<file path="config.mk">
export PLATFORM = sky130hd
export DESIGN_NAME = ullt_ram
export DESIGN_NICKNAME = d
export VERILOG_FILES = /design/src/rtl/core/assert_macros.svh /design/src/rtl/core/ullt_ram.sv
export SDC_FILE = /design/constraint.sdc
export NUM_CORES = 2
export LEC_CHECK = 0
export BUFFER_PORTS_ARGS = -buffer_cell sky130_fd_sc_hd__buf_2
export CAP_MARGIN = 20
export CORE_ASPECT_RATIO = 1.1
export CORE_MARGIN = 8
export CORE_UTILIZATION = 35
export DETAILED_ROUTE_END_ITERATION = 12
export GPL_TIMING_DRIVEN = 0
export HOLD_SLACK_MARGIN = 0.15
export PLACE_DENSITY_LB_ADDON = 0.08
export SETUP_SLACK_MARGIN = 0.2
export SYNTH_ARGS = -nofsm -noshare
export SYNTH_HDL_FRONTEND = slang
export SYNTH_SLANG_ARGS = --single-unit
</file>
<file path="constraint.sdc">
create_clock -name clk_i -period 5.7 [get_ports clk_i]
set_input_delay 1.14 -clock clk_i [delete_from_list [all_inputs] [get_ports clk_i]]
set_output_delay 1.14 -clock clk_i [all_outputs]
set_load 0.02 [all_outputs]
</file>
<file path="src/rtl/core/assert_macros.svh">
// Assertion macros used by the core's top RTL file.
`ifndef ASSERT_MACROS_SVH
`define ASSERT_MACROS_SVH

// Check that cons holds in the same cycle as ante.
`define ULLT_ASSERT_IMP(lbl, ante, cons, msg) \
  lbl: assert property (@(posedge clk_i) disable iff (!rst_ni) (ante) |-> (cons)) \
    else $error(msg);

// Check that cons holds in the cycle after ante.
`define ULLT_ASSERT_NXT(lbl, ante, cons, msg) \
  lbl: assert property (@(posedge clk_i) disable iff (!rst_ni) (ante) |=> (cons)) \
    else $error(msg);

`endif

</file>
<file path="src/rtl/core/ullt_ram.sv">
// Generic single-port-write, single-port-read RAM with registered read data.
module ullt_ram #(
  parameter int WIDTH = 8,
  parameter int DEPTH = 256
) (
  input  logic                     clk_i,
  input  logic                     we_i,
  input  logic [$clog2(DEPTH)-1:0] waddr_i,
  input  logic [WIDTH-1:0]         wdata_i,
  input  logic                     re_i,
  input  logic [$clog2(DEPTH)-1:0] raddr_i,
  output logic [WIDTH-1:0]         rdata_o
);

  logic [WIDTH-1:0] mem_q [DEPTH];
  logic [WIDTH-1:0] rdata_q;

  // Write port
  always_ff @(posedge clk_i) begin
    if (we_i) begin
      mem_q[waddr_i] <= wdata_i;
    end
  end

  // Read port, data held until the next read
  always_ff @(posedge clk_i) begin
    if (re_i) begin
      rdata_q <= mem_q[raddr_i];
    end
  end

  assign rdata_o = rdata_q;

endmodule

</file>
Word-level counts from Yosys, hierarchy flattened. Memories as Yosys holds them, arrays and structs flattened. A register that Yosys moved wholly into a read port is not among the register bits. Cells that the tools add are included.

Eq/ne operators: 0. Multiplexer cells: 2. Bitwise gates (word level): 0. $lt $le $gt $ge: 0. $add $sub $neg: 0. $mul: 0. Shifts and indexed selects: 0. Reduce and logical (&&, ||, !) cells: 0. Divide/modulo/power cells: 0.

Operators with widths (count): 2-to-1 mux 1 bit (2).

Flip-flop bits (word level): 0. Bits in read-only memories: 0. Input bits: 27. RAM bits: 2048. Memories: 1. Latch bits: 0. Word-level logic and storage cells: 3.

Memories: mem_q (depth 256, width 8, read ports 1, clocked after Yosys merged registers in 1, write ports 1, RTL line ullt_ram.sv:15) `logic [WIDTH-1:0] mem_q [DEPTH];`.

Depth between registers and ports, before layout.
Depth after elaboration: 2. Depth in mapped cells: 11. Mapped depth without buffers: 6.

Worst setup path after synthesis. OpenSTA, ideal clock, no wires.

Kind: input port to flip-flop. Start point: in raddr_i[0]. End point: reg rdata_q[2], in the netlist rdata_o[2], read port of mem_q, data pin. Data required time: 5.431 ns. Stages on the path: 9. Buffers on the path: 4. Slack: 2.484 ns. Arrival: 2.947 ns. Cells stage by stage: buf_6 -> buf_12 -> buf_8 -> buf_2 -> mux4_2 -> a22oi_1 -> a21oi_1 -> nor4_1 -> nor4_2.

RTL lines: start, declared (RTL line ullt_ram.sv:11) `input logic [$clog2(DEPTH)-1:0] raddr_i,`; end, declared (RTL line ullt_ram.sv:16) `logic [WIDTH-1:0] rdata_q;`.

==> impl_results.rst <==
.. list-table::
   :header-rows: 1

   * - Metric
     - Value
   * - Worst hold path startpoint
     - wdata_i[6]
   * - Internal portion of total power
     - roughly 25 mW
   * - Post-synthesis net count
     - between 3000 and 4000
   * - Crit share post-route
     - 0.953
   * - Hold Worst Slack
     - 0.566 ns
   * - Insertion delay of the later-clocked pin in the worst-skew pair
     - around 0.87 ns
   * - Reg2Reg Depth
     - 7
   * - Via-per-instance ratio
     - ~5.6
   * - Initial antenna violation count
     - 25
   * - Number of warnings printed during yosys synthesis
     - 0
   * - Placed Cells incl. Taps
     - 6790
   * - CP startpoint kind
     - input pin
   * - Post-Layout Cell Count
     - 7213
   * - Biggest cell delay along the critical path
     - just over 1 ns
   * - Required time at the worst-slack endpoint
     - between 6 and 7 ns
   * - Total number of H-tree levels
     - 4
   * - Global Route met2 Usage
     - 0.378
   * - Kind of end point of the critical path
     - flip-flop
   * - Worst VDD drop
     - roughly 340 uV
   * - Total overflow reported by the global router
     - 0
   * - Compound-cell area share of the yosys netlist
     - 0.0342
   * - Clock buffer count from CTS
     - 220
   * - Synthesis-stage register bit count
     - 2056
   * - Root buffer cell
     - sky130_fd_sc_hd__clkbuf_16
   * - Buffer levels on the longest clock path
     - 3
   * - Number of placed I/O pins
     - 35
   * - Max-cap violations
     - 0
   * - Met1 routing resource usage after global routing
     - 0.300
   * - Number of design rule violations left after detail routing
     - 0
   * - TritonCTS clock tree
     - done
   * - Arr. time, crit path
     - a little over 6 ns
   * - Number of clock sinks
     - between 2000 and 2500
   * - Cell variety after synth
     - 54
   * - Destination of the worst hold path
     - mem_q[164][6]$_DFFE_PP_
   * - Maximum fanout encountered on the critical timing path
     - 10
   * - Overall power of the completed layout
     - 32.6 mW
   * - Via count
     - just over 40000
   * - Start point of the critical path
     - raddr_i[1]
   * - Switching Share
     - 0.229
   * - First-pass GRT wire length
     - between 300 and 400 mm
   * - Area growth, synth to finish
     - 15.1%
   * - Clock Skews
     - 0.0297 ns
   * - Critical path class
     - input pin to flip-flop
   * - Post-Place Cell Area
     - approximately 85000 sq um
   * - XOR/XNOR share of the synthesized area
     - 0
   * - Number of nets still failing antenna checks after routing
     - 0
   * - Worst flop-to-flop path endpoint
     - rdata_o[5]$_DFFE_PP_
   * - HPWL Detailed
     - around 190 mm
   * - Min-Delay Path Depth
     - 1
   * - FP Rows
     - 183
   * - Worst Hold Class
     - input pin to flip-flop
   * - Area contributors post-synth
     - sky130_fd_sc_hd__edfxtp_1 (78%), sky130_fd_sc_hd__mux4_2 (13%), sky130_fd_sc_hd__mux2i_1 (1.7%), sky130_fd_sc_hd__nor2_1 (1.3%), sky130_fd_sc_hd__a22oi_1 (1.3%)
   * - Average detailed-routed wire length per instance
     - a little under 40 um
   * - Area share of the leading cell type in the synthesized netlist
     - 0.775
   * - Horizontal die dimension
     - approximately 470 um
   * - RR Startpoint
     - mem_q[83][5]$_DFFE_PP_
   * - I/O Buffers
     - 27
   * - Buffering stage count on the worst path with inverters included
     - 5
   * - Met3 capacity usage during global routing
     - 0.0392
   * - Cell area after layout
     - between 90000 and 100000 sq um
   * - Fraction of the mapped netlist area in adder cells
     - 0
   * - Post-Syn Area
     - ~80000 sq um
   * - Seq/Total Area, Yosys
     - 0.775
   * - Multiplexer fraction of the synthesized cell area
     - 0.146
   * - Global-route usage over all layers
     - 0.226
   * - Clock transition at path regs
     - roughly 0.060 ns
   * - Relative slew slack
     - 0.113
   * - Floorplan core area
     - 226000 sq um
   * - Total of hold buffers inserted after clock tree synthesis
     - 0
   * - Largest net degree at the start of global routing
     - between 100 and 150
   * - Main synth FF type
     - sky130_fd_sc_hd__edfxtp_1
   * - P per Cell Area
     - 355 nW/um^2
   * - Top cell family by delay on the critical path
     - buffers and inverters
   * - Routability congestion estimate from global placement
     - approximately 0.9
   * - Starting density of the core
     - 0.352
   * - Crit path depth
     - 10
   * - P_leak
     - about 28 nW
   * - Via count of the first global-routing pass
     - 41183
   * - Slowest library cell on the worst path
     - sky130_fd_sc_hd__nor3_1
   * - Syn Area/Cell
     - approximately 21 sq um
   * - Chip Height
     - between 500 and 600 um
   * - Net switching component of the power
     - roughly 7.4 mW
   * - Layout cells sized above 1
     - 0.233
   * - Share of flip-flops with an asynchronous set or reset
     - 0
   * - Clock network power share
     - 0.427
   * - Final Hold Fails
     - 0
   * - Count of buffers added by post-CTS timing repair for setup
     - 0
   * - FF-to-FF setup slack
     - ~1.5 ns
   * - Max frequency
     - 184 MHz
   * - Status
     - finished, final reports clean
   * - Number of instances resized during post-cts repair
     - 0
   * - Post-synthesis cell type with the largest combined area
     - sky130_fd_sc_hd__edfxtp_1
   * - Mapped Cells
     - around 3700
   * - Total wire length after detailed routing
     - between 200 and 300 mm
   * - Max-slew violation count
     - 0
   * - Full die area
     - about 240000 sq um
   * - Share of synthesized cell area in and, or, nand and nor gates
     - 0.0263
   * - Total number of nets in the final design
     - 4081
   * - Count of flip-flops with a built-in enable after synthesis
     - approximately 2100
   * - Ordered list of cells on the worst path
     - buf_2 > buf_4 > buf_4 > clkbuf_1 > mux4_2 > a221oi_1 > o32ai_1 > nor3_1 > nor4_1 > buf_2
   * - Post-Route Setup TNS
     - 0 ns
   * - Setup-failing EPs final
     - 0
   * - Setup repair after global routing missed its margin
     - false
   * - Main combinational cell family by area after synthesis
     - multiplexers
   * - Busiest grt layer
     - met2
   * - Slew at the pin closest to its max-slew limit
     - 1.33 ns
   * - Fraction of power consumed by sequential logic
     - 0.512
   * - Length of the first detailed-routing pass in iterations
     - 6
   * - Combinational cell fraction of total power
     - 0.060
   * - Min Tclk post-route
     - around 5.4 ns
   * - Iteration-0 DRC count of the detailed router
     - around 4300
## flip-flops by register name (all words and copies together), names as in the netlist
| register | cells |
|---|---|
| mem_q | 2048 |
| rdata_o | 8 |
## worst register-to-register path, cell delays in order, from the launching register on
cell	delay [ns]
sky130_fd_sc_hd__edfxtp_1	0.36
sky130_fd_sc_hd__mux4_2	0.49
sky130_fd_sc_hd__a22o_1	0.29
sky130_fd_sc_hd__a221oi_1	0.91
sky130_fd_sc_hd__o32ai_1	0.43
sky130_fd_sc_hd__nor3_1	1.01
sky130_fd_sc_hd__nor4_1	0.24
sky130_fd_sc_hd__buf_2	0.24
## area by class of cell
class	instances	area (sq um)
sequential	2056	61700
fill	20141	135000
clock buffer	284	5790
timing repair buffer	99	1330
tap	2960	3700
buffer	233	1490
inverter	2	7.51
antenna	11	27.5
clock inverter	126	1080
multi-input combinational	1442	16500
## cells in the mapped netlist (all sizes together) (6+ instances only)
master  instances
nand2b          8
clkbuf        111
a21oi          96
mux2i         134
buf           122
nor4           27
nor2b          31
nand4          10
a221oi         14
nor3           22
nand3          34
a22oi         133
o22ai          28
a22o            8
mux4          456
nand2          33
o21ai          12
and2            6
edfxtp       2056
a211oi         16
nor2          282
o221ai         47
o211ai         10
## cell usage in the layout, fill, tap and decap left out, types with 34 or more instances in the layout
master	instances
sky130_fd_sc_hd__a21oi_1	96
sky130_fd_sc_hd__clkinv_1	63
sky130_fd_sc_hd__a22oi_1	133
sky130_fd_sc_hd__mux2i_1	134
sky130_fd_sc_hd__clkbuf_1	148
sky130_fd_sc_hd__nor2_1	282
sky130_fd_sc_hd__clkbuf_16	222
sky130_fd_sc_hd__buf_2	68
sky130_fd_sc_hd__edfxtp_1	2056
sky130_fd_sc_hd__mux4_2	454
sky130_fd_sc_hd__nand3_1	34
sky130_fd_sc_hd__o221ai_1	46
sky130_fd_sc_hd__buf_4	36
sky130_fd_sc_hd__buf_8	40
## cell families after synthesis
| family | after synthesis |
|---|---|
| mux | 591 |
| simple gates | 466 |
| compound gates | 385 |
| buf+inv | 235 |
| flops | 2056 |
## layer usage
layer | part of all wire | vias up
li1 | - | 16406
met1 | 0.42 | 22482
met2 | 0.49 | 1475
met3 | 0.058 | 381
met4 | 0.036 | 2
met5 | 0.000046 | -
## metrics by stage
| stage | utilization | setup slack (ns) |
|---|---|---|
| after floorplan | - | 2.48 |
| after global placement | 0.369 | -1.50 |
| after detailed placement | 0.375 | -0.426 |
| after CTS | 0.405 | 0.517 |
| after global routing | 0.405 | 0.353 |
| final | 0.405 | 0.266 |
## power groups by stage
| stage | logic [mW] | clock network (mW) | registers, mW |
|---|---|---|---|
| 2_1_floorplan | 0.810 | 0 | 17.0 |
| 3_3_place_gp | 1.87 | 0 | 17.1 |
| 3_5_place_dp | 1.97 | 0 | 17.0 |
| 4_1_cts | 1.98 | 14.2 | 16.7 |
| 5_1_grt | 2.01 | 14.7 | 16.7 |
| 6_report | 1.96 | 13.9 | 16.7 |
## how the worst max path moves through the flow
stage	slack [ns]	end
6_report	0.27	rdata_o[5]$_DFFE_PP_
5_1_grt	0.35	rdata_o[5]$_DFFE_PP_
4_1_cts	0.52	rdata_o[5]$_DFFE_PP_
3_5_place_dp	-0.43	rdata_o[5]$_DFFE_PP_
3_3_place_gp	-1.50	rdata_o[4]$_DFFE_PP_
2_1_floorplan	2.48	rdata_o[2]$_DFFE_PP_
Power figures use the tool's default switching activity.
