`src/rtl/core/assert_macros.svh`:
```
// Assertion macros used by the core's top RTL file.
`ifndef ASSERT_MACROS_SVH
`define ASSERT_MACROS_SVH

// Check that cons holds in the same cycle as ante.
`define ULLT_ASSERT_IMP(lbl, ante, cons, msg) \
  lbl: assert property (@(posedge clk_i) disable iff (!rst_ni) (ante) |-> (cons)) \
    else $error(msg);

// Check that cons holds in the cycle after ante.
`define ULLT_ASSERT_NXT(lbl, ante, cons, msg) \
  lbl: assert property (@(posedge clk_i) disable iff (!rst_ni) (ante) |=> (cons)) \
    else $error(msg);

`endif

```
`src/rtl/core/ullt_pkg.sv`:
```
// Types, codes and microprogram of the undoable linked-list table.
package ullt_pkg;

  // Fixed field widths of the word ports
  localparam int OP_W     = 3;
  localparam int STATUS_W = 3;
  localparam int INDEX_W  = 8;
  localparam int VERTEX_W = 16;

  // Sentinel entries
  localparam int HEAD_IDX = 0;
  localparam int TAIL_IDX = 1;

  typedef enum logic [OP_W-1:0] {
    OP_APPEND,
    OP_LINK,
    OP_REMOVE,
    OP_RESTORE,
    OP_UNDO
  } op_e;

  typedef enum logic [STATUS_W-1:0] {
    ST_OK,
    ST_BAD,
    ST_EMPTY,
    ST_FULL_TABLE,
    ST_FULL_STACK
  } status_e;

  // Check performed by a step; a failing check ends the item
  typedef enum logic [2:0] {
    CHK_NONE,
    CHK_TABLE,
    CHK_LINK,
    CHK_REMOVE,
    CHK_STACK,
    CHK_OPCODE
  } chk_e;

  // Source of the working entry id
  typedef enum logic [1:0] {
    ID_KEEP,
    ID_COUNT,
    ID_INDEX,
    ID_STACK
  } id_src_e;

  typedef enum logic [1:0] {
    NA_LAST,
    NA_ID,
    NA_PREV
  } next_addr_e;

  typedef enum logic [1:0] {
    ND_ID,
    ND_TAIL,
    ND_NEXT
  } next_data_e;

  typedef enum logic {
    PA_ID,
    PA_NEXT
  } prev_addr_e;

  typedef enum logic [1:0] {
    PD_LAST,
    PD_PREV,
    PD_ID
  } prev_data_e;

  typedef enum logic [1:0] {
    UD_CFG,
    UD_ONE,
    UD_ZERO
  } used_data_e;

  // Microprogram addresses
  localparam int UPC_W = 4;
  localparam logic [UPC_W-1:0] S_APP0 = 4'd0;
  localparam logic [UPC_W-1:0] S_APP1 = 4'd1;
  localparam logic [UPC_W-1:0] S_APP2 = 4'd2;
  localparam logic [UPC_W-1:0] S_LNK0 = 4'd3;
  localparam logic [UPC_W-1:0] S_LNK1 = 4'd4;
  localparam logic [UPC_W-1:0] S_LNK2 = 4'd5;
  localparam logic [UPC_W-1:0] S_REM0 = 4'd6;
  localparam logic [UPC_W-1:0] S_REM1 = 4'd7;
  localparam logic [UPC_W-1:0] S_RES0 = 4'd8;
  localparam logic [UPC_W-1:0] S_RES1 = 4'd9;
  localparam logic [UPC_W-1:0] S_RES2 = 4'd10;
  localparam logic [UPC_W-1:0] S_UND0 = 4'd11;
  localparam logic [UPC_W-1:0] S_UND1 = 4'd12;
  localparam logic [UPC_W-1:0] S_UND2 = 4'd13;
  localparam logic [UPC_W-1:0] S_BAD  = 4'd14;

  // One control word
  typedef struct packed {
    chk_e             chk;
    id_src_e          id_ld;
    logic             ent_rd;
    logic             stk_rd;
    logic             next_we;
    next_addr_e       na;
    next_data_e       nd;
    logic             prev_we;
    prev_addr_e       pa;
    prev_data_e       pd;
    logic             used_we;
    used_data_e       ud;
    logic             edge_we;
    logic             tail_we;
    logic             cnt_inc;
    logic             push;
    logic             pop;
    logic             done;
    logic [UPC_W-1:0] nxt;
  } ucw_t;

  // First step of each operation
  function automatic logic [UPC_W-1:0] dispatch(input logic [OP_W-1:0] op);
    logic [UPC_W-1:0] s;
    unique case (op)
      OP_APPEND:  s = S_APP0;
      OP_LINK:    s = S_LNK0;
      OP_REMOVE:  s = S_REM0;
      OP_RESTORE: s = S_RES0;
      OP_UNDO:    s = S_UND0;
      default:    s = S_BAD;
    endcase
    return s;
  endfunction

  // Control store
  function automatic ucw_t ucode_rom(input logic [UPC_W-1:0] upc);
    ucw_t w;
    w = '0;
    unique case (upc)
      // append: claim slot, store edge and link before tail, close link
      S_APP0: begin
        w.chk   = CHK_TABLE;
        w.id_ld = ID_COUNT;
        w.nxt   = S_APP1;
      end
      S_APP1: begin
        w.edge_we = 1'b1;
        w.used_we = 1'b1;
        w.ud      = UD_CFG;
        w.prev_we = 1'b1;
        w.pa      = PA_ID;
        w.pd      = PD_LAST;
        w.next_we = 1'b1;
        w.na      = NA_LAST;
        w.nd      = ND_ID;
        w.nxt     = S_APP2;
      end
      S_APP2: begin
        w.next_we = 1'b1;
        w.na      = NA_ID;
        w.nd      = ND_TAIL;
        w.tail_we = 1'b1;
        w.cnt_inc = 1'b1;
        w.done    = 1'b1;
      end
      // link: fetch entry, check and link before tail
      S_LNK0: begin
        w.id_ld  = ID_INDEX;
        w.ent_rd = 1'b1;
        w.nxt    = S_LNK1;
      end
      S_LNK1: begin
        w.chk     = CHK_LINK;
        w.used_we = 1'b1;
        w.ud      = UD_ONE;
        w.push    = 1'b1;
        w.next_we = 1'b1;
        w.na      = NA_LAST;
        w.nd      = ND_ID;
        w.prev_we = 1'b1;
        w.pa      = PA_ID;
        w.pd      = PD_LAST;
        w.nxt     = S_LNK2;
      end
      S_LNK2: begin
        w.next_we = 1'b1;
        w.na      = NA_ID;
        w.nd      = ND_TAIL;
        w.tail_we = 1'b1;
        w.done    = 1'b1;
      end
      // remove: fetch entry, check and unlink
      S_REM0: begin
        w.id_ld  = ID_INDEX;
        w.ent_rd = 1'b1;
        w.nxt    = S_REM1;
      end
      S_REM1: begin
        w.chk     = CHK_REMOVE;
        w.next_we = 1'b1;
        w.na      = NA_PREV;
        w.nd      = ND_NEXT;
        w.prev_we = 1'b1;
        w.pa      = PA_NEXT;
        w.pd      = PD_PREV;
        w.used_we = 1'b1;
        w.ud      = UD_ZERO;
        w.push    = 1'b1;
        w.done    = 1'b1;
      end
      // restore: pop removed stack, fetch entry, splice back
      S_RES0: begin
        w.chk    = CHK_STACK;
        w.stk_rd = 1'b1;
        w.nxt    = S_RES1;
      end
      S_RES1: begin
        w.id_ld  = ID_STACK;
        w.ent_rd = 1'b1;
        w.nxt    = S_RES2;
      end
      S_RES2: begin
        w.prev_we = 1'b1;
        w.pa      = PA_NEXT;
        w.pd      = PD_ID;
        w.next_we = 1'b1;
        w.na      = NA_PREV;
        w.nd      = ND_ID;
        w.used_we = 1'b1;
        w.ud      = UD_ONE;
        w.pop     = 1'b1;
        w.done    = 1'b1;
      end
      // undo: pop add stack, fetch entry, unlink
      S_UND0: begin
        w.chk    = CHK_STACK;
        w.stk_rd = 1'b1;
        w.nxt    = S_UND1;
      end
      S_UND1: begin
        w.id_ld  = ID_STACK;
        w.ent_rd = 1'b1;
        w.nxt    = S_UND2;
      end
      S_UND2: begin
        w.next_we = 1'b1;
        w.na      = NA_PREV;
        w.nd      = ND_NEXT;
        w.prev_we = 1'b1;
        w.pa      = PA_NEXT;
        w.pd      = PD_PREV;
        w.used_we = 1'b1;
        w.ud      = UD_ZERO;
        w.pop     = 1'b1;
        w.done    = 1'b1;
      end
      // unknown operation code, and unused addresses
      default: begin
        w.chk  = CHK_OPCODE;
        w.done = 1'b1;
      end
    endcase
    return w;
  endfunction

endpackage

```
`src/rtl/core/ullt_useq.sv`:
```
// Microcode sequencer: step counter, dispatch and control store lookup.
module ullt_useq (
  input  logic                      clk_i,
  input  logic                      rst_ni,
  input  logic                      start_i,
  input  logic [ullt_pkg::OP_W-1:0] start_op_i,
  input  logic                      step_en_i,
  input  logic                      finish_i,
  output logic                      busy_o,
  output ullt_pkg::ucw_t            ucw_o
);

  import ullt_pkg::*;

  logic [UPC_W-1:0] upc_q, upc_d;
  logic             busy_q, busy_d;
  ucw_t             ucw;

  assign ucw = ucode_rom(upc_q);

  // Dispatch on a new word, advance on each executed step, drop busy at the end
  always_comb begin
    upc_d  = upc_q;
    busy_d = busy_q;
    if (start_i) begin
      upc_d  = dispatch(start_op_i);
      busy_d = 1'b1;
    end else if (finish_i) begin
      busy_d = 1'b0;
    end else if (step_en_i) begin
      upc_d = ucw.nxt;
    end
  end

  always_ff @(posedge clk_i or negedge rst_ni) begin
    if (!rst_ni) begin
      upc_q  <= S_APP0;
      busy_q <= 1'b0;
    end else begin
      upc_q  <= upc_d;
      busy_q <= busy_d;
    end
  end

  assign busy_o = busy_q;
  assign ucw_o  = ucw;

endmodule

```
`config.mk`:
```
export PLATFORM = sky130hd
export DESIGN_NAME = ullt_useq
export DESIGN_NICKNAME = d
export VERILOG_FILES = /design/src/rtl/core/assert_macros.svh /design/src/rtl/core/ullt_pkg.sv /design/src/rtl/core/ullt_useq.sv
export SDC_FILE = /design/constraint.sdc
export NUM_CORES = 1
export LEC_CHECK = 0
export BUFFER_PORTS_ARGS = -buffer_cell sky130_fd_sc_hd__buf_2
export CORE_MARGIN = 2
export CORE_UTILIZATION = 47
export DETAILED_ROUTE_END_ITERATION = 12
export HOLD_SLACK_MARGIN = 0.06
export PLACE_DENSITY_LB_ADDON = 0.2
export SYNTH_ARGS = -nofsm -noshare
export SYNTH_HDL_FRONTEND = slang
export SYNTH_SLANG_ARGS = --single-unit
```
`constraint.sdc`:
```
create_clock -name clk_i -period 3.4 [get_ports clk_i]
set_clock_uncertainty 0.2 [all_clocks]
set_input_delay 0.85 -clock clk_i [delete_from_list [all_inputs] [get_ports clk_i]]
set_output_delay 0.85 -clock clk_i [all_outputs]
set_load 0.1 [all_outputs]
```
== Word level (Yosys, flattened, before mapping) ==
Cells that the tools add are included.

* Bits in writable memories: 0
* Memories: 0
* Output and inout bits: 30
* Bits in read-only memories: 0
* Register bits: 5
* Latch bits: 0
* Word-level logic and storage cells: 55

* Shift operators: 0
* Multiply operators: 0
* Bitwise logic cells: 0
* Reduce and logical (&&, ||, !) cells: 16
* $lt $le $gt $ge: 0
* Equal/unequal tests: 18
* Multiplexer cells: 19
* Divide/modulo/power cells: 0
* Add/subtract/negate cells: 0

{| class="wikitable"
|+ Operators with widths
! cell !! count
|-
| $pmux W4 S9 || 1
|-
| $pmux W7 S4 || 1
|-
| $eq A4 B4 Y1 const B || 6
|-
| $pmux W4 S5 || 1
|-
| $pmux W5 S4 || 1
|-
| $reduce_or A9 Y1 || 2
|-
| $eq A4 B3 Y1 const B || 4
|-
| $reduce_or A2 Y1 || 8
|-
| $pmux W3 S5 || 1
|-
| $mux W4 || 3
|-
| $mux W1 || 10
|-
| $eq A4 B2 Y1 const B || 2
|-
| $eq A3 B2 Y1 const B || 2
|-
| $pmux W2 S3 || 1
|-
| $eq A4 B1 Y1 const B || 1
|-
| $logic_not A4 Y1 || 1
|-
| $reduce_bool A2 Y1 || 2
|-
| $reduce_or A4 Y1 || 1
|-
| $eq A3 B1 Y1 const B || 1
|-
| $eq A3 B3 Y1 const B || 1
|-
| $logic_not A3 Y1 || 1
|-
| $ne A2 B2 Y1 const B || 1
|-
| $reduce_and A2 Y1 || 1
|}

== Logic depth before layout (Yosys ltp) ==
Gate-level depths: netlist of the first run.

* Depth in word-level cells: 5
* Gate-level depth with buffers: 6

== Worst setup path before layout of the first run ==
OpenSTA, ideal clock, no wires.

* Path type: reg-to-output
* Start: register upc_q[3]
* End: output ucw_o[4] (netlist name)
* Arrival time: 3307 ps
* Cell stages (with the launch flop): 6
* Required time: 2350 ps
* Setup slack: -957 ps
* Cells stage by stage: dfrtp_1 -> buf_6 -> nand2b_4 -> buf_6 -> a21oi_1 -> nor2_1

{| class="wikitable"
|+ RTL lines
! element !! line !! source
|-
| from (decl) || ullt_useq.sv:15 || <nowiki>logic [UPC_W-1:0] upc_q, upc_d;</nowiki>
|-
| from (signal assigned) || ullt_useq.sv:40 || <nowiki>upc_q <= upc_d;</nowiki>
|-
| to (decl) || ullt_useq.sv:10 || <nowiki>output ullt_pkg::ucw_t ucw_o</nowiki>
|}

==> results by group, run 1 <==
Status
  • Result of the run: complete, no violations

Layout
  • Diodes inserted: 0
  • Top library cells by usage in the layout, fill and taps aside: sky130_fd_sc_hd__buf_2, sky130_fd_sc_hd__nor2_1, sky130_fd_sc_hd__nand2_1, sky130_fd_sc_hd__dfrtp_1, sky130_fd_sc_hd__nor3_1
  • Final Core Density: 63.5%
  • Leading cell type in the layout, fill and taps excluded: sky130_fd_sc_hd__buf_2
  • Area Overhead vs Synth: 23.0%
  • Filler cell count in the final layout: 134
  • Nets: 127
  • Proportion of layout cells with a drive suffix above 1: 47.5%
  • Final design area excluding fillers: 857 um^2

Worst setup path
  • Cells along the critical path: or3b_1, o21a_1, nor2b_1, buf_2
  • Worst path buffer plus inverter count: 1
  • Family with the most delay on the worst path: flip-flops
  • Sort of element at the start of the critical path: flop
  • Critical path capture point type: output port
  • Slowest library cell on the worst path: sky130_fd_sc_hd__dfrtp_1
  • Slowest cell delay on critical path: 0.72 ns
  • Critical Path RT: about 2.4 ns
  • CP Data Arrival Time: 2.09 ns
  • Biggest fanout along the worst timing path: 22
  • Path type of the worst setup path: reg -> out

Clocking
  • Number of buffers created by CTS: 3
  • Total clock sinks: 5
  • Level count of the clock H-tree: 1
  • Number of hold-repair buffers added at the cts stage: 0
  • Number of resized instances in the post-cts repair step: 0
  • Clock buffer depth: 2
  • CTS tree: yes
  • Post-CTS setup buffers: 0
  • Root Buffer: sky130_fd_sc_hd__clkbuf_4
  • Worst-skew pair later-pin latency: 0.24 ns
  • Clock transition time at the flip-flop clock pins of the worst setup and hold paths: 0.04 ns

Route
  • Number of routed nets with antenna violations: 0
  • WL per Instance: 12.4 um
  • Count of vias placed by the detailed router: 730
  • Vias/cell: 5.49
  • Post-Route WL: 1650 um
  • Number of DRC markers in iteration 0: 6
  • Length of the first detailed-routing pass in iterations: 4
  • Detailed-route DRC error count: 0

STA
  • Crit path time final: 3.14 ns
  • Highest clock rate: 0.319 GHz
  • Setup Total Neg Slack: 0 ns
  • Unrepaired setup endpoints after global routing: false
  • Setup Viol. Count Final: 0
  • Final max-slew violation count: 0
  • Worst slew slack as a fraction of its limit: 59.5%
  • Min Hold Slack: 0.211 ns
  • Count of final hold-check violations: 0
  • Worst slew pin tran: 0.607 ns
  • Final period util: 92.2%

Placement
  • DP Wirelength: approximately 1200 um
  • Routability Congestion: 0.753
  • Port bufs: 37
  • Cell Area, Placed: 831 um^2

Pwr
  • Power Internal: 0.205 mW
  • Leakage dissipation: 0.433 nW
  • Switching portion of total power: 71.2%
  • Fraction of power consumed by combinational cells: 76.7%
  • Total power per unit cell area: a little over 800 mW/mm^2
  • Part of the total power dissipated in the clock network: 9.5%
  • Net switching component of the power: 0.506 mW
  • Peak ir drop on the vdd network: 0.516 mV
  • Share of power burned in registers: 13.8%

Logic synthesis
  • Count of unique library cells instantiated by Yosys: 42
  • Number of enable-type register cells in the synthesized netlist: 0
  • Flop and latch count out of synthesis: 5
  • Share of flip-flops with an asynchronous set or reset: 100%
  • Mapped Avg Cell Area: 7.74 um^2
  • Instance count of the mapped netlist: 90
  • Synth Warn #: 0
  • Main flop type after synthesis: sky130_fd_sc_hd__dfrtp_1
  • Total standard cell area after synthesis: ~700 um^2
  • Total nets after synthesis: 98
  • Sequential cell area fraction in the yosys report: 18.0%

Global routing
  • Global route total overflow: 0
  • Largest net degree at the start of global routing: 23
  • Global-route wire length before repair: roughly 2600 um
  • Vias in the first global route: 624
  • Gr usage total: 18.2%
  • Number of antenna violations at the first check in global routing: 0

Floorplanning
  • Die area: 0.00181 mm^2
  • I/O pin cnt: 38
  • Chip height: 42.5 um
  • Overall die width: 42.5 um
  • Core box area: 0.00135 mm^2
  • # rows: 13
  • Starting utilization of the core area: 51.6%

Min path
  • Worst min path class: in -> async

Flow run
  • Max-capacitance violation count: 0
[path summary, 6_finish.rpt]
kind / start / endpoint / slack (ns) / cells past startpoint
worst max register to register: upc_q[3] / upc_q[1] / 1.64 / 3
min in group clk_i: busy_o / busy_o / 0.29 / 1
max in group asynchronous: rst_ni / upc_q[3] / 2.66 / 1
worst min-delay path: rst_ni / upc_q[0] / 0.21 / 1
worst min register to register: busy_o / busy_o / 0.29 / 1
worst max-delay path: upc_q[1] / ucw_o[5] / 0.26 / 4
[sequential cells by signal (all words and copies together) (netlist names)]
register	flops
busy_o	1
upc_q	4
[worst register-to-register path, cell delays in order, from the launching register on]
cell and delay, ns:
sky130_fd_sc_hd__dfrtp_1 0.72, sky130_fd_sc_hd__nand2b_4 0.33, sky130_fd_sc_hd__o22ai_1 0.11, sky130_fd_sc_hd__o31a_1 0.30
[through the flow]
| step | instances | power, mW | worst slack (ns) |
|---|---|---|---|
| after floorplan | 90 | 0.598 | -0.575 |
| after global placement | 129 | 0.640 | 0.562 |
| after detailed placement | 129 | 0.645 | 0.525 |
| after CTS | 133 | 0.715 | 0.254 |
| after global routing | 133 | 0.739 | 0.122 |
| final | 133 | 0.711 | 0.264 |
[power by group through the flow]
stage | registers [mW] | clock network [mW] | logic (mW)
after floorplan | 0.0786 | 0 | 0.520
after global placement | 0.0980 | 0 | 0.542
after detailed placement | 0.0989 | 0 | 0.546
after CTS | 0.0981 | 0.0698 | 0.547
after global routing | 0.102 | 0.0738 | 0.564
final | 0.0981 | 0.0675 | 0.545
[cell families (layout without fill, tap and decap cells)]
kind of cell | count (synthesis) | count (layout) | synth area share, %
mux | 2 | 2 | 3.23
xor+xnor | 4 | 4 | 5.03
buf+inv | 16 | 44 | 14.9
flops | 5 | 5 | 18.0
simple gates | 35 | 35 | 28.2
compound gates | 28 | 28 | 30.7
[Yosys cell counts, drive strengths merged, types with 3 or more instances]
cell	number	share of area [%]
nand2	5	2.7
nor2	10	5.4
nor3	6	4.3
dfrtp	5	18
nand2b	5	6.3
buf	11	12
a21oi	5	4.1
xnor2	3	3.8
o21a	3	3.2
inv	3	1.6
[cell type report]
class                      count  area (um^2)  share of cell area, %
sequential                     5          125                   14.6
inverter                       3         11.3                   1.31
clock buffer                   4         26.3                   3.07
tap                           15         18.8                   2.19
timing repair buffer          37          185                   21.6
multi-input combinational     69          490                   57.2
[layer usage]
metal / routed length, um / global-route usage, %
met1: 728 / 23.3
met2: 845 / 30.8
met3: 71 / 5.17
met4: 0 / 2.50
met5: 0 / 0
Power figures use the tool's default switching activity.
==> run 2, diff against run 1 <==
--- a/config.mk
+++ b/config.mk
@@ -10,7 +10,8 @@
 export CORE_UTILIZATION = 47
 export DETAILED_ROUTE_END_ITERATION = 12
 export HOLD_SLACK_MARGIN = 0.06
-export PLACE_DENSITY_LB_ADDON = 0.2
+export PLACE_DENSITY = 0.84
+export SKIP_CTS_REPAIR_TIMING = 1
 export SYNTH_ARGS = -nofsm -noshare
 export SYNTH_HDL_FRONTEND = slang
 export SYNTH_SLANG_ARGS = --single-unit
==> run 2 against run 1 <==
Compared with the run above:
- first-iteration DRC count grew 67%
- global-route usage increased by 1.6 points
- sequential share of layout area shrank 0.15 points
==> results by group, run 2 (synthesis results as in run 1) <==
Floorplanning
  • Overall die width: approximately 43 um
  • # rows: 13
  • I/O pin cnt: 38
  • Chip height: 42.5 um
  • Die area: 0.00181 mm^2
  • Starting utilization of the core area: 51.6%
  • Core box area: around 0.0014 mm^2

Placement
  • Port bufs: 37
  • Worst setup timing slack at the placement stage: 0.574 ns
  • DP Wirelength: ~1200 um
  • Placed cell count: 130
  • Routability Congestion: about 0.8

Layout
  • Filler cell count in the final layout: 133
  • Largest register by flop count: upc_q
  • Proportion of layout cells with a drive suffix above 1: 48.7%
  • Leading cell type in the layout, fill and taps excluded: sky130_fd_sc_hd__buf_2
  • Multi-input gate area: 490 um^2
  • Nets: 128
  • Area Overhead vs Synth: 24.2%
  • Diodes inserted: 0
  • Top library cells by usage in the layout, fill and taps aside: sky130_fd_sc_hd__buf_2, sky130_fd_sc_hd__nor2_1, sky130_fd_sc_hd__nand2_1, sky130_fd_sc_hd__dfrtp_1, sky130_fd_sc_hd__nor3_1
  • Final std cells w/o fill: 134
  • Max FFs per register: 4
  • Combined flip-flop and latch cell area: ~130 um^2

Route
  • Total met2 wirelength after detailed routing: 799 um
  • Length of the first detailed-routing pass in iterations: 4
  • Wire length on met3: 70 um
  • Number of DRC markers in iteration 0: 10
  • Count of vias placed by the detailed router: 747
  • Vias/cell: 5.57
  • Detailed-route DRC error count: 0
  • WL per Instance: between 10 and 15 um
  • Number of routed nets with antenna violations: 0
  • Highest routing layer actually used: met4
  • DRT met1 WL: between 700 and 800 um
  • Post-Route WL: 1630 um

Pwr
  • Total power consumption of the routed design: 0.716 mW
  • Leakage dissipation: 0.440 nW
  • Peak ir drop on the vdd network: 0.390 mV
  • Total power per unit cell area: 828 mW/mm^2

Worst setup path
  • Biggest fanout along the worst timing path: 21
  • Cells along the critical path: inv_1, nor2_1, a311o_1, buf_2
  • Critical Path Stages: 4
  • Sort of element at the start of the critical path: flop
  • Worst Reg2Reg Path Length in Cells: 4
  • Slowest library cell on the worst path: sky130_fd_sc_hd__dfrtp_1
  • Path type of the worst setup path: reg -> out
  • CP Data Arrival Time: 2.07 ns
  • Slowest cell delay on critical path: 0.72 ns
  • Critical path capture point type: output port
  • Critical Path RT: between 2 and 2.5 ns
  • Family with the most delay on the worst path: flip-flops
  • Worst path buffer plus inverter count: 2

STA
  • Worst slew pin tran: 0.597 ns
  • Highest clock rate: 0.321 GHz
  • Count of final hold-check violations: 0
  • Setup slack after layout: 0.280 ns
  • Final max-slew violation count: 0
  • Worst slew slack as a fraction of its limit: 60.2%
  • Unrepaired setup endpoints after global routing: false
  • Setup Viol. Count Final: 0
  • Crit path time final: 3.12 ns
  • Final period util: 91.8%

Status
  • Result of the run: complete, no violations

Clocking
  • Level count of the clock H-tree: 1
  • Number of buffers created by CTS: 3
  • Clock transition time at the flip-flop clock pins of the worst setup and hold paths: 0.05 ns
  • Root Buffer: sky130_fd_sc_hd__clkbuf_4
  • Worst-skew pair later-pin latency: 0.25 ns
  • Total clock sinks: 5
  • CTS tree: yes
  • Clock buffer depth: 2

Min path
  • Worst min path class: in -> async

Global routing
  • Global-route wire length before repair: approximately 2700 um
  • Largest net degree at the start of global routing: 22
  • Gr usage total: 19.8%
  • Vias in the first global route: ~610
  • Number of antenna violations at the first check in global routing: 0
  • Global route total overflow: 0

Flow run
  • Max-capacitance violation count: 0
-- run 2: cell count changes in the layout (fill, tap and decap cells not counted), sizes merged --
cell,delta
clkbuf,-1
clkinv,+1
buf,+1
-- run 2: routing by layer --
metal	up-vias	GRT usage [%]
met3	3	3.88
met1	341	24.7
met2	27	31.4
li1	376	-
met4	0	11.3
met5	-	0
-- run 2: path summary, 6_finish.rpt --
path	from	endpoint	slack, ns
max in group asynchronous	rst_ni	upc_q[3]	2.67
worst max-delay path	upc_q[0]	ucw_o[16]	0.28
worst min register to register	busy_o	busy_o	0.27
min in group clk_i	busy_o	busy_o	0.27
worst min-delay path	rst_ni	upc_q[0]	0.20
worst max register to register	upc_q[1]	upc_q[1]	1.61
-- run 2: final cells by class --
cell class                      instances  area share [%]
Multi-Input combinational cell         69            56.6
Timing Repair Buffer                   38            22.3
Sequential cell                         5            14.5
Clock buffer                            3            2.60
Tap cell                               15            2.17
Inverter                                3            1.30
Clock inverter                          1           0.578
-- run 2: metrics by stage --
stage	setup TNS (ns)	cell area (um^2)	utilization, %	hold WS, ns
after floorplan	-1.86	719	-	0.354
after global placement	0	838	62.1	0.263
after detailed placement	0	838	62.1	0.264
after CTS	0	866	64.1	0.196
after global routing	0	866	64.1	0.200
final	0	866	64.1	0.198
-- run 2: worst reg2reg max path: cells and delay by family (launching register included) --
family	cells	cell delay, ns
AOI/OAI and AO/OA	2	0.43
buffers and inverters	1	0.24
DFF	1	0.66
and+or+nand+nor	1	0.14
-- run 2: where the power goes --
part	internal (mW)	leakage, nW	total, mW	switching, mW
sequential	0.0658	0.0562	0.0963	0.0305
clock	0.0428	0.0177	0.0718	0.0290
combinational	0.0963	0.366	0.548	0.452
==> run 3, diff against run 2 <==
--- a/config.mk
+++ b/config.mk
@@ -11,7 +11,9 @@
 export DETAILED_ROUTE_END_ITERATION = 12
 export HOLD_SLACK_MARGIN = 0.06
 export PLACE_DENSITY = 0.84
+export RECOVER_POWER = 25
 export SKIP_CTS_REPAIR_TIMING = 1
+export SLEW_MARGIN = 40
 export SYNTH_ARGS = -nofsm -noshare
 export SYNTH_HDL_FRONTEND = slang
 export SYNTH_SLANG_ARGS = --single-unit
==> run 3 against run 2 <==
Compared with the run above:
- sequential power about the same
- via count up 0.80%
- sequential cell count unchanged
- critical endpoint unchanged
- largest power group unchanged
==> results by group, run 3 (synthesis results as in run 1) <==
Status
  • Result of the run: complete, no violations

Global routing
  • Number of antenna violations at the first check in global routing: 0
  • Vias in the first global route: 614
  • Global-route wire length before repair: 2730 um
  • Gr usage total: 19.8%
  • Largest net degree at the start of global routing: 22
  • Global route total overflow: 0

Clocking
  • Clock buffer depth: 2
  • Level count of the clock H-tree: 1
  • Root Buffer: sky130_fd_sc_hd__clkbuf_4
  • CTS tree: yes
  • Worst-skew pair later-pin latency: about 0.25 ns
  • Clock transition time at the flip-flop clock pins of the worst setup and hold paths: 0.05 ns
  • Number of buffers created by CTS: 3
  • Total clock sinks: 5

Floorplanning
  • Chip height: 42.5 um
  • Die area: 0.00181 mm^2
  • Overall die width: roughly 43 um
  • Core box area: 0.00135 mm^2
  • # rows: 13
  • Starting utilization of the core area: 51.6%
  • I/O pin cnt: 38

Placement
  • DP Wirelength: between 1000 and 1500 um
  • Cell Area, Placed: 838 um^2
  • Port bufs: 37
  • Placed cell count: 130
  • Routability Congestion: about 0.8

STA
  • Crit path time final: 3.13 ns
  • Final max-slew violation count: 0
  • Worst slew pin tran: 0.594 ns
  • Worst slew slack as a fraction of its limit: 60.4%
  • Min Hold Slack: 0.234 ns
  • Count of final hold-check violations: 0
  • Unrepaired setup endpoints after global routing: false
  • Final period util: between 90% and 100%
  • Highest clock rate: roughly 0.32 GHz
  • Setup Viol. Count Final: 0

Route
  • Count of vias placed by the detailed router: 753
  • Number of DRC markers in iteration 0: 12
  • Number of routed nets with antenna violations: 0
  • WL per Instance: 12.2 um
  • Vias/cell: about 5.6
  • Detailed-route DRC error count: 0
  • Length of the first detailed-routing pass in iterations: 4
  • Post-Route WL: 1640 um

Layout
  • Combined flip-flop and latch cell area: 125 um^2
  • Diodes inserted: 0
  • Area Overhead vs Synth: 23.3%
  • Proportion of layout cells with a drive suffix above 1: between 40% and 50%
  • Final std cells w/o fill: 134
  • Multi-input gate area: 490 um^2
  • Largest register by flop count: upc_q
  • Leading cell type in the layout, fill and taps excluded: sky130_fd_sc_hd__buf_2
  • Top library cells by usage in the layout, fill and taps aside: sky130_fd_sc_hd__buf_2, sky130_fd_sc_hd__nor2_1, sky130_fd_sc_hd__nand2_1, sky130_fd_sc_hd__dfrtp_1, sky130_fd_sc_hd__nor3_1
  • Max FFs per register: 4
  • Final design area excluding fillers: 860 um^2
  • Nets: 128
  • Filler cell count in the final layout: 134

Flow run
  • Max-capacitance violation count: 0

Worst setup path
  • Slowest library cell on the worst path: sky130_fd_sc_hd__dfrtp_1
  • Slowest cell delay on critical path: 0.71 ns
  • Family with the most delay on the worst path: flip-flops
  • Path type of the worst setup path: reg -> out
  • Worst path buffer plus inverter count: 2
  • Sort of element at the start of the critical path: flop
  • CP Data Arrival Time: roughly 2.1 ns
  • Critical path capture point type: output port
  • Biggest fanout along the worst timing path: 21
  • Critical Path RT: approximately 2.4 ns
  • Cells along the critical path: inv_1, nor2_1, a311o_1, buf_2

Pwr
  • Leakage dissipation: 0.431 nW
  • Total power per unit cell area: 831 mW/mm^2
  • Peak ir drop on the vdd network: 0.391 mV
  • Total power consumption of the routed design: about 0.71 mW

Min path
  • Worst min path class: in -> async
-- run 3: area by class of cell --
class | count | share of cell area, %
Multi-Input combinational cell | 69 | 57.1
Inverter | 3 | 1.31
Sequential cell | 5 | 14.6
Tap cell | 15 | 2.18
Clock inverter | 1 | 0.582
Clock buffer | 3 | 2.62
Timing Repair Buffer | 38 | 21.7
-- run 3: metrics by stage --
stage / setup WS (ns) / TNS (ns) / utilization (%)
CTS: 0.296 / 0 / 64.1
detailed placement: 0.574 / 0 / 62.1
floorplan: -0.575 / -1.86 / -
global route: 0.117 / 0 / 63.7
global placement: 0.641 / 0 / 62.1
finish: 0.274 / 0 / 63.7
-- run 3: power breakdown --
part	switching (mW)	total (mW)	internal [mW]
registers	0.0303	0.0960	0.0658
logic	0.452	0.547	0.0946
clock network	0.0288	0.0716	0.0428
total	0.511	0.714	0.203
-- run 3: metal layers --
layer,part of all wire [%],global-route usage [%],vias up
li1,-,-,374
met3,4.3,3.88,3
met4,1.5,11.3,0
met5,0,0,-
met1,45,24.7,349
met2,49,31.4,27
-- run 3: worst paths after layout --
check,from,to,slack (ns),cells after the start
min reg2reg,busy_o,busy_o,0.27,1
max in group asynchronous,rst_ni,upc_q[3],2.56,1
max reg2reg,upc_q[1],upc_q[1],1.55,4
min in group clk_i,busy_o,busy_o,0.27,1
max,upc_q[0],ucw_o[16],0.27,4
min,rst_ni,upc_q[0],0.23,1
